==> src/rtl/core/udec_pkg.sv <==
// Shared types and constants for the UTF-8 validating decoder.
// No dependencies; the front, queue, back and top-level files import this package.
package udec_pkg;

   localparam int QUEUE_DEPTH_DEFAULT = 4;

   localparam logic [20:0] REPLACEMENT_CHAR = 21'h00FFFD;
   localparam logic [30:0] MAX_SCALAR       = 31'h0010FFFF;
   localparam logic [30:0] SURROGATE_LO     = 31'h0000D800;
   localparam logic [30:0] SURROGATE_HI     = 31'h0000DFFF;

   // One queue entry holds everything one byte produced: an optional close of
   // a broken pending sequence (always rejected) and an optional main result
   // whose value still has to be screened. A forced rejection carries value 0,
   // which the screen always rejects.
   typedef struct packed {
      logic        close_valid;
      logic [2:0]  close_count;
      logic        main_valid;
      logic [30:0] main_value;
      logic [2:0]  main_len;
   } entry_type;

endpackage

==> src/rtl/core/udec_channels.sv <==
// Valid/ready channel interfaces for the byte input and the decoded result.
// Depends on nothing; used by the front, back and top-level modules.
interface udec_req_if;
   logic       valid;
   logic       ready;
   logic [7:0] data_byte;
   logic       buffer_end;

   modport source (output valid, data_byte, buffer_end, input ready);
   modport sink   (input valid, data_byte, buffer_end, output ready);
endinterface

interface udec_rsp_if;
   logic        valid;
   logic        ready;
   logic [20:0] code_point;
   logic        invalid;
   logic [2:0]  byte_count;
   logic        last_of_run;

   modport source (output valid, code_point, invalid, byte_count, last_of_run, input ready);
   modport sink   (input valid, code_point, invalid, byte_count, last_of_run, output ready);
endinterface

==> src/rtl/core/udec_front.sv <==
// Front end: accepts bytes, tracks the pending sequence, builds queue entries.
// Depends on udec_pkg and udec_req_if.
module udec_front (
   input  logic                 clock,
   input  logic                 reset,
   udec_req_if.sink             req_bus,
   input  logic                 queue_not_full,
   output logic                 push,
   output udec_pkg::entry_type  push_entry
);
   import udec_pkg::*;

   logic [30:0] acc_ff, acc_in;
   logic [2:0]  rem_ff, rem_in;
   logic [2:0]  taken_ff, taken_in;

   logic [7:0]  b;
   logic        accept;
   logic [2:0]  lead_rem;
   logic [4:0]  lead_bits;
   logic [30:0] cont_acc;
   logic [2:0]  cont_taken;
   logic        run_lead;
   entry_type   entry;

   assign req_bus.ready = queue_not_full;
   assign accept        = req_bus.valid & queue_not_full;
   assign b             = req_bus.data_byte;
   assign cont_acc      = {acc_ff[24:0], b[5:0]};
   assign cont_taken    = taken_ff + 3'd1;

   // Lead byte decode; zero remaining marks a stray or invalid lead.
   always_comb begin
      lead_rem  = 3'd0;
      lead_bits = 5'd0;
      if (b[7:5] == 3'b110) begin
         lead_rem  = 3'd1;
         lead_bits = b[4:0];
      end else if (b[7:4] == 4'b1110) begin
         lead_rem  = 3'd2;
         lead_bits = {1'b0, b[3:0]};
      end else if (b[7:3] == 5'b11110) begin
         lead_rem  = 3'd3;
         lead_bits = {2'b0, b[2:0]};
      end else if (b[7:2] == 6'b111110) begin
         lead_rem  = 3'd4;
         lead_bits = {3'b0, b[1:0]};
      end else if (b[7:1] == 7'b1111110) begin
         lead_rem  = 3'd5;
         lead_bits = {4'b0, b[0]};
      end
   end

   always_comb begin
      entry          = '0;
      entry.main_len = 3'd1;
      acc_in         = acc_ff;
      rem_in         = rem_ff;
      taken_in       = taken_ff;
      run_lead       = 1'b0;

      if (rem_ff != 3'd0) begin
         if (b[7:6] == 2'b10) begin
            if (rem_ff == 3'd1) begin
               entry.main_valid = 1'b1;
               entry.main_value = cont_acc;
               entry.main_len   = cont_taken;
               acc_in           = '0;
               rem_in           = 3'd0;
               taken_in         = 3'd0;
            end else if (req_bus.buffer_end) begin
               entry.main_valid = 1'b1;
               entry.main_len   = cont_taken;
               acc_in           = '0;
               rem_in           = 3'd0;
               taken_in         = 3'd0;
            end else begin
               acc_in   = cont_acc;
               rem_in   = rem_ff - 3'd1;
               taken_in = cont_taken;
            end
         end else begin
            // drop the broken sequence, then decode this byte as a lead
            entry.close_valid = 1'b1;
            entry.close_count = taken_ff;
            run_lead          = 1'b1;
         end
      end else begin
         run_lead = 1'b1;
      end

      if (run_lead) begin
         acc_in   = '0;
         rem_in   = 3'd0;
         taken_in = 3'd0;
         if (b inside {[8'h00:8'h7F]}) begin
            entry.main_valid = 1'b1;
            entry.main_value = {23'd0, b};
         end else if (lead_rem == 3'd0 || req_bus.buffer_end) begin
            entry.main_valid = 1'b1;
         end else begin
            acc_in   = {26'd0, lead_bits};
            rem_in   = lead_rem;
            taken_in = 3'd1;
         end
      end
   end

   assign push       = accept & (entry.close_valid | entry.main_valid);
   assign push_entry = entry;

   always_ff @(posedge clock) begin
      if (reset) begin
         acc_ff   <= '0;
         rem_ff   <= 3'd0;
         taken_ff <= 3'd0;
      end else if (accept) begin
         acc_ff   <= acc_in;
         rem_ff   <= rem_in;
         taken_ff <= taken_in;
      end
   end

endmodule

==> src/rtl/core/udec_queue.sv <==
// Short FIFO of decoded entries between the front and back ends.
// Depends on udec_pkg for the entry type.
module udec_queue #(
   parameter int DEPTH = udec_pkg::QUEUE_DEPTH_DEFAULT
) (
   input  logic                 clock,
   input  logic                 reset,
   input  logic                 push,
   input  udec_pkg::entry_type  push_entry,
   output logic                 not_full,
   input  logic                 pop,
   output logic                 not_empty,
   output udec_pkg::entry_type  head
);
   import udec_pkg::*;

   localparam int PtrW = (DEPTH > 1) ? $clog2(DEPTH) : 1;
   localparam int CntW = $clog2(DEPTH + 1);

   entry_type        slots_ff [DEPTH];
   logic [PtrW-1:0]  wr_ptr_ff, wr_ptr_in;
   logic [PtrW-1:0]  rd_ptr_ff, rd_ptr_in;
   logic [CntW-1:0]  count_ff, count_in;

   assign not_full  = (count_ff != CntW'(DEPTH));
   assign not_empty = (count_ff != '0);
   assign head      = slots_ff[rd_ptr_ff];

   always_comb begin
      wr_ptr_in = wr_ptr_ff;
      rd_ptr_in = rd_ptr_ff;
      count_in  = count_ff;
      if (push) begin
         wr_ptr_in = (wr_ptr_ff == PtrW'(DEPTH - 1)) ? '0 : wr_ptr_ff + 1'b1;
      end
      if (pop) begin
         rd_ptr_in = (rd_ptr_ff == PtrW'(DEPTH - 1)) ? '0 : rd_ptr_ff + 1'b1;
      end
      if (push && !pop) begin
         count_in = count_ff + 1'b1;
      end else if (pop && !push) begin
         count_in = count_ff - 1'b1;
      end
   end

   always_ff @(posedge clock) begin
      if (reset) begin
         wr_ptr_ff <= '0;
         rd_ptr_ff <= '0;
         count_ff  <= '0;
      end else begin
         wr_ptr_ff <= wr_ptr_in;
         rd_ptr_ff <= rd_ptr_in;
         count_ff  <= count_in;
      end
   end

   always_ff @(posedge clock) begin
      if (push) begin
         slots_ff[wr_ptr_ff] <= push_entry;
      end
   end

endmodule

==> src/rtl/core/udec_back.sv <==
// Back end: screens decoded values and issues results into the output register.
// Depends on udec_pkg and udec_rsp_if.
module udec_back (
   input  logic                 clock,
   input  logic                 reset,
   input  logic                 head_valid,
   input  udec_pkg::entry_type  head,
   output logic                 pop,
   udec_rsp_if.source           rsp_bus
);
   import udec_pkg::*;

   logic        valid_ff;
   logic [20:0] code_ff;
   logic        invalid_ff;
   logic [2:0]  count_ff;
   logic        last_ff;
   logic        phase_ff, phase_in;

   logic        take_close;
   logic [30:0] sel_value;
   logic [2:0]  sel_len;
   logic        sel_last;
   logic        sel_bad;
   logic        load;

   function automatic logic is_rejected(logic [30:0] v, logic [2:0] len);
      logic [2:0] need;
      logic       bad;
      begin
         if (v < 31'h80)             need = 3'd1;
         else if (v < 31'h800)       need = 3'd2;
         else if (v < 31'h10000)     need = 3'd3;
         else if (v < 31'h200000)    need = 3'd4;
         else if (v < 31'h4000000)   need = 3'd5;
         else                        need = 3'd6;
         bad = (v == '0) || (v[15:0] == 16'hFFFE) || (v[15:0] == 16'hFFFF) ||
               (v > MAX_SCALAR) || (v >= SURROGATE_LO && v <= SURROGATE_HI) ||
               (need != len);
         return bad;
      end
   endfunction

   // the close half of an entry goes out first
   assign take_close = head.close_valid & ~phase_ff;
   assign sel_value  = take_close ? '0 : head.main_value;
   assign sel_len    = take_close ? head.close_count : head.main_len;
   assign sel_last   = take_close ? ~head.main_valid : 1'b1;
   assign sel_bad    = is_rejected(sel_value, sel_len);

   assign load     = head_valid & (~valid_ff | rsp_bus.ready);
   assign pop      = load & sel_last;
   assign phase_in = load ? ~sel_last : phase_ff;

   always_ff @(posedge clock) begin
      if (reset) begin
         valid_ff <= 1'b0;
         phase_ff <= 1'b0;
      end else begin
         phase_ff <= phase_in;
         if (load) begin
            valid_ff <= 1'b1;
         end else if (rsp_bus.ready) begin
            valid_ff <= 1'b0;
         end
      end
   end

   always_ff @(posedge clock) begin
      if (load) begin
         code_ff    <= sel_bad ? REPLACEMENT_CHAR : sel_value[20:0];
         invalid_ff <= sel_bad;
         count_ff   <= sel_len;
         last_ff    <= sel_last;
      end
   end

   assign rsp_bus.valid       = valid_ff;
   assign rsp_bus.code_point  = code_ff;
   assign rsp_bus.invalid     = invalid_ff;
   assign rsp_bus.byte_count  = count_ff;
   assign rsp_bus.last_of_run = last_ff;

endmodule

==> src/rtl/core/utf8_validating_decoder.sv <==
// UTF-8 validating decoder: one byte per beat in, code points (or U+FFFD) out.
// A byte that completes a result is written into the queue, then loaded from the queue head
// into the result register, whose valid drives the result beat.
// Throughput: one byte per cycle while the queue is not full; a byte that yields two results
// issues them one after the other through the single result register.
// Reset: synchronous, active high; clears sequence state, queue and output valid.
// Depends on udec_pkg, udec_channels, udec_front, udec_queue and udec_back.
module utf8_validating_decoder #(
   parameter int QUEUE_DEPTH = udec_pkg::QUEUE_DEPTH_DEFAULT
) (
   input  logic        clock,
   input  logic        reset,
   udec_req_if.sink    req_bus,
   udec_rsp_if.source  rsp_bus
);
   import udec_pkg::*;

   // Front end: classify each accepted byte and advance the sequence state.
   // Bytes that only extend a pending sequence push nothing.
   logic      q_not_full;
   logic      q_not_empty;
   logic      q_push;
   logic      q_pop;
   entry_type q_push_entry;
   entry_type q_head;

   udec_front u_front (
      .clock          (clock),
      .reset          (reset),
      .req_bus        (req_bus),
      .queue_not_full (q_not_full),
      .push           (q_push),
      .push_entry     (q_push_entry)
   );

   // Queue: decouple byte intake from result delivery so a stalled result
   // side does not stop bytes until the queue fills.
   udec_queue #(
      .DEPTH (QUEUE_DEPTH)
   ) u_queue (
      .clock      (clock),
      .reset      (reset),
      .push       (q_push),
      .push_entry (q_push_entry),
      .not_full   (q_not_full),
      .pop        (q_pop),
      .not_empty  (q_not_empty),
      .head       (q_head)
   );

   // Back end: screen values (range, surrogate, noncharacter, NUL, overlong)
   // and issue up to two result beats per entry; advance the queue on the last.
   udec_back u_back (
      .clock      (clock),
      .reset      (reset),
      .head_valid (q_not_empty),
      .head       (q_head),
      .pop        (q_pop),
      .rsp_bus    (rsp_bus)
   );

endmodule
==> src/flat_wrapper.sv <==
// flat-port wrapper written by rule: the top's interface ports become plain ports
module utf8_validating_decoder_flat import udec_pkg::*;
#(
   parameter int QUEUE_DEPTH = udec_pkg::QUEUE_DEPTH_DEFAULT
)
  (clock, reset, req_bus_valid, req_bus_data_byte, req_bus_buffer_end, req_bus_ready, rsp_bus_valid, rsp_bus_code_point, rsp_bus_invalid, rsp_bus_byte_count, rsp_bus_last_of_run, rsp_bus_ready);
  udec_req_if req_bus_i ();
  udec_rsp_if rsp_bus_i ();
  input  logic clock;
  input  logic reset;
  input wire logic [$bits(req_bus_i.valid)-1:0] req_bus_valid;
  input wire logic [$bits(req_bus_i.data_byte)-1:0] req_bus_data_byte;
  input wire logic [$bits(req_bus_i.buffer_end)-1:0] req_bus_buffer_end;
  output wire logic [$bits(req_bus_i.ready)-1:0] req_bus_ready;
  output wire logic [$bits(rsp_bus_i.valid)-1:0] rsp_bus_valid;
  output wire logic [$bits(rsp_bus_i.code_point)-1:0] rsp_bus_code_point;
  output wire logic [$bits(rsp_bus_i.invalid)-1:0] rsp_bus_invalid;
  output wire logic [$bits(rsp_bus_i.byte_count)-1:0] rsp_bus_byte_count;
  output wire logic [$bits(rsp_bus_i.last_of_run)-1:0] rsp_bus_last_of_run;
  input wire logic [$bits(rsp_bus_i.ready)-1:0] rsp_bus_ready;
  assign req_bus_i.valid = req_bus_valid;
  assign req_bus_i.data_byte = req_bus_data_byte;
  assign req_bus_i.buffer_end = req_bus_buffer_end;
  assign req_bus_ready = req_bus_i.ready;
  assign rsp_bus_valid = rsp_bus_i.valid;
  assign rsp_bus_code_point = rsp_bus_i.code_point;
  assign rsp_bus_invalid = rsp_bus_i.invalid;
  assign rsp_bus_byte_count = rsp_bus_i.byte_count;
  assign rsp_bus_last_of_run = rsp_bus_i.last_of_run;
  assign rsp_bus_i.ready = rsp_bus_ready;
  utf8_validating_decoder #(.QUEUE_DEPTH(QUEUE_DEPTH)) u_core (.clock(clock), .reset(reset), .req_bus(req_bus_i), .rsp_bus(rsp_bus_i));
endmodule
==> config.mk <==
export PLATFORM = sky130hd
export DESIGN_NAME = utf8_validating_decoder_flat
export DESIGN_NICKNAME = d
export VERILOG_FILES = /design/src/rtl/core/udec_pkg.sv /design/src/rtl/core/udec_channels.sv /design/src/rtl/core/udec_front.sv /design/src/rtl/core/udec_queue.sv /design/src/rtl/core/udec_back.sv /design/src/rtl/core/utf8_validating_decoder.sv /design/src/flat_wrapper.sv
export SDC_FILE = /design/constraint.sdc
export NUM_CORES = 1
export LEC_CHECK = 0
export BUFFER_PORTS_ARGS = -buffer_cell sky130_fd_sc_hd__buf_2
export CORE_MARGIN = 1.5
export CORE_UTILIZATION = 33
export DETAILED_ROUTE_END_ITERATION = 8
export GPL_TIMING_DRIVEN = 0
export HOLD_SLACK_MARGIN = 0.12
export PLACE_DENSITY_LB_ADDON = 0.12
export SETUP_SLACK_MARGIN = 0.5
export SLEW_MARGIN = 20
export SYNTH_ARGS = -nofsm -noshare
export SYNTH_HDL_FRONTEND = slang
export SYNTH_SLANG_ARGS = --single-unit
export TNS_END_PERCENT = 1
==> constraint.sdc <==
create_clock -name clock -period 5.05 [get_ports clock]
set_input_delay 1.01 -clock clock [delete_from_list [all_inputs] [get_ports clock]]
set_output_delay 1.01 -clock clock [all_outputs]
set_load 0.005 [all_outputs]
==> flow_metrics.tcl <==
set metrics [dict create \
    worst-path-max-fanout 10 \
    post-synth-top-count-cell "sky130_fd_sc_hd__edfxtp_1" \
    cts_buffers 24 \
    worst-setup-path-type "reg2reg" \
    mappedNetlistArea_sq_um 9190 \
    num_vias 5434 \
    final.setup.tns_ns 0 \
    syn-instance-count 623 \
    floorplan.initialDensity 0.339 \
    placement_rows 60 \
    layout_skew_ns 0.00808 \
    post_synth_fa_ha_maj_area_fraction 0.0158 \
    cts_resized 0 \
    outcome "completed" \
    yosys_warnings 0 \
    core_region_area_sq_um 27100 \
    synth-simple-area-share 0.111 \
    clock-root-buffer "sky130_fd_sc_hd__clkbuf_16" \
    timing.slew.headroom 0.390 \
    synth.cells.most_frequent "sky130_fd_sc_hd__edfxtp_1, sky130_fd_sc_hd__nor2_1, sky130_fd_sc_hd__dfxtp_1" \
    finalWirelength_microns 21200 \
    n_fill_cell 2553 \
    crit_path_start_kind "flop" \
    holdCritPathClass "reg2reg" \
    drc 0 \
    cellPowerDensity_nw_per_um2 533 \
    grt_remaining_overflow 0 \
    register_bit_count_reported_by_yosys 224 \
    edff_count_synth 182 \
    rsz0062_at_grt "false" \
    post_synth_mux_area_share 0.0752 \
    detail_route.first_pass.iterations 5 \
    routabilityCongestion 0.787 \
    cts_buffer_depth 3 \
    endpoint_kind "flop" \
    post-cts-setup-buffer-count 0 \
    syn_avg_cell_area_sq_um 14.7 \
    synth_top_area_cell "sky130_fd_sc_hd__edfxtp_1" \
    postCtsHoldBufs 0 \
    numClockSinks 224 \
    grt_start_max_net_pins 40 \
    grt_usage 0.150 \
    synthDominantCellAreaShare 0.595 \
    design.portCount 41 \
    post_synthesis_compound_gate_area_fraction 0.0824 \
    finalHoldViolations 0 \
    cpPeakStageDelay_ns 0.53 \
    port-buffer-count 39 \
    synth_sequential_area_ratio 0.687 \
    setup_violations 0 \
    totalPowerFinal_uw 5700 \
    clock_insertion_delay_worst_skew_ns 0.51 \
    worst_path_dominant_cell_family "buffers and inverters" \
    detail_route.vias_per_cell 5.03 \
    path_clk_slew_ns 0.06 \
    ratio_of_cells_with_drive_above_1_in_the_final_layout 0.172 \
    period_minus_slack_ns 3.72 \
    synth_nets 647 \
    synthTopCellsByArea "sky130_fd_sc_hd__edfxtp_1, sky130_fd_sc_hd__dfxtp_1, sky130_fd_sc_hd__mux4_2, sky130_fd_sc_hd__a22oi_1, sky130_fd_sc_hd__and2_1" \
    detailed_route_iter0_violations 391 \
    floorplan.die_area_sq_um 28800 \
    max_cap_violations 0 \
    path_cells "buf_4 > buf_2 > buf_2 > buf_4 > mux4_2 > nand2_1 > nand2_1 > ha_1 > inv_1 > fa_1 > xor2_1 > or3_1 > a21oi_1" \
    leakagePower_uw 0.00357 \
    clock_tree_from_tritoncts "done" \
    dieWidth_microns 170 \
    routedWlPerCell_microns 19.6 \
    timing.critical_path.required_ns 5.48 \
    clock_tree.htree_level_count 1 \
    maxSlewViolCount 0 \
    diodes 0 \
    fmax_mhz 269 \
    fraction_of_synthesized_cell_area_in_xor_and_xnor_cells 0.00463 \
    synth_top_family_by_area "simple AND/OR/NAND/NOR gates" \
    ant_nets 0 \
    place_hpwl_microns 14700 \
    worst_path_max_delay_cell "sky130_fd_sc_hd__dfxtp_1" \
    critical_path_buf_inv_count 5 \
    nets 714 \
    max-vdd-ir-drop_v 0.000271 \
    period_share 0.737 \
    reg2reg_slack_ns 1.33 \
    floorplan.die.height_microns 170 \
    wire_length_of_the_first_global_routing_pass_microns 32600 \
    number_of_global_route_vias_before_repair 5513 \
    post_synth_num_cell_types 62 \
    max_slew.worst_pin.slew_ns 0.908 \
    syn_to_final_growth_pct 16.5 \
    synth_flop_cell "sky130_fd_sc_hd__edfxtp_1" \
    crit_arrival_ns 4.15 \
    async_flop_share 0 \
    grt_antenna_before_repair 0 \
]
-- state kept, by name, summed over array words and instances (netlist names), 2 cells and up, named ones only --
register	count
u_core.u_back.rsp_bus.code_point	21
u_core.u_queue.rd_ptr_ff	2
u_core.u_front.acc_ff	25
u_core.u_front.taken_ff	3
u_core.u_queue.count_ff	3
u_core.u_queue.wr_ptr_ff	2
u_core.u_back.rsp_bus.byte_count	3
u_core.u_queue.slots_ff	156
u_core.u_front.rem_ff	3
-- power by group --
part | total [uW] | switching (uW) | internal [uW]
Clock | 1740 | 700 | 1040
Combinational | 1670 | 1050 | 621
Sequential | 2290 | 65.8 | 2230
Total | 5700 | 1820 | 3890
-- path summary, 6_finish.rpt --
check                                                            from                                      end  cells past startpoint
worst max-delay path                                             flop  u_core.u_queue.count_ff[2]$_SDFFE_PP0P_                     13
worst min-delay path            u_core.u_front.acc_ff[0]$_SDFFE_PP0P_    u_core.u_front.acc_ff[0]$_SDFFE_PP0P_                      2
worst max register to register                                   flop  u_core.u_queue.count_ff[2]$_SDFFE_PP0P_                     13
worst min register to register  u_core.u_front.acc_ff[0]$_SDFFE_PP0P_    u_core.u_front.acc_ff[0]$_SDFFE_PP0P_                      2
-- worst min-delay path, cell delays in order, from the launching register on --
cell	delay, ns
sky130_fd_sc_hd__dfxtp_1	0.32
sky130_fd_sc_hd__nand2_1	0.06
sky130_fd_sc_hd__a21oi_1	0.05
-- per-layer routing --
layer	global-route usage	up-vias	part of all wire
li1	-	2562	-
met1	0.207	2736	0.48
met2	0.249	107	0.47
met3	0.0216	29	0.036
met4	0.0366	0	0.020
met5	0	-	0
-- through the flow --
step | instances | instance area [sq um] | hold WS, ns | setup WS (ns) | util
6_report | 1080 | 10700 | 0.477 | 1.33 | 0.395
4_1_cts | 1080 | 10700 | 0.478 | 1.26 | 0.395
3_5_place_dp | 1036 | 9910 | 0.469 | 0.846 | 0.366
3_3_place_gp | 1034 | 9850 | 0.463 | 0.0259 | 0.363
5_1_grt | 1080 | 10700 | 0.516 | 1.08 | 0.395
2_1_floorplan | 623 | 9190 | 0.440 | 1.14 | -
-- cells in the final DEF, fill, tap and decap left out, types with 4 or more instances in the layout --
| cell | Yosys | final |
|---|---|---|
| sky130_fd_sc_hd__nand2b_1 | 4 | 4 |
| sky130_fd_sc_hd__mux2i_1 | 9 | 9 |
| sky130_fd_sc_hd__nor3_1 | 4 | 4 |
| sky130_fd_sc_hd__nor2_1 | 50 | 50 |
| sky130_fd_sc_hd__o211ai_1 | 6 | 6 |
| sky130_fd_sc_hd__dfxtp_1 | 42 | 42 |
| sky130_fd_sc_hd__ha_1 | 10 | 10 |
| sky130_fd_sc_hd__o21ai_0 | 13 | 13 |
| sky130_fd_sc_hd__clkbuf_16 | 0 | 25 |
| sky130_fd_sc_hd__clkinv_1 | 0 | 4 |
| sky130_fd_sc_hd__nor4_1 | 5 | 5 |
| sky130_fd_sc_hd__mux4_2 | 22 | 22 |
| sky130_fd_sc_hd__nand3_1 | 4 | 4 |
| sky130_fd_sc_hd__buf_2 | 6 | 45 |
| sky130_fd_sc_hd__mux4_1 | 4 | 4 |
| sky130_fd_sc_hd__edfxtp_1 | 182 | 182 |
| sky130_fd_sc_hd__and2_1 | 39 | 35 |
| sky130_fd_sc_hd__nand4_1 | 19 | 19 |
| sky130_fd_sc_hd__clkbuf_1 | 19 | 24 |
| sky130_fd_sc_hd__or3_1 | 5 | 5 |
| sky130_fd_sc_hd__a22oi_1 | 36 | 36 |
| sky130_fd_sc_hd__nand2_1 | 32 | 32 |
| sky130_fd_sc_hd__a21oi_1 | 27 | 26 |
| sky130_fd_sc_hd__and4_1 | 5 | 5 |
| sky130_fd_sc_hd__inv_1 | 18 | 18 |
-- cells by family (layout without fill, tap and decap cells) --
logic type,count (synthesis),count (layout)
adders and majority gates,11,11
xor gates and xnor gates,4,4
buffers and inverters,50,135
and+or+nand+nor,188,188
DFF,224,224
AOI/OAI and AO/OA,111,111
muxes,35,35
-- final cells by class --
cell class	instances	area [sq um]	share of cell area
clock buffers	32	672	0.0628
inverters	18	67.6	0.00632
flip-flops and latches	224	6310	0.589
multi-input cells	349	2670	0.250
repair buffers	41	243	0.0227
clock inverters	12	114	0.0106
well taps	372	465	0.0435
plain buffers	32	158	0.0147
No activity file was read; power rests on OpenSTA's default activity.
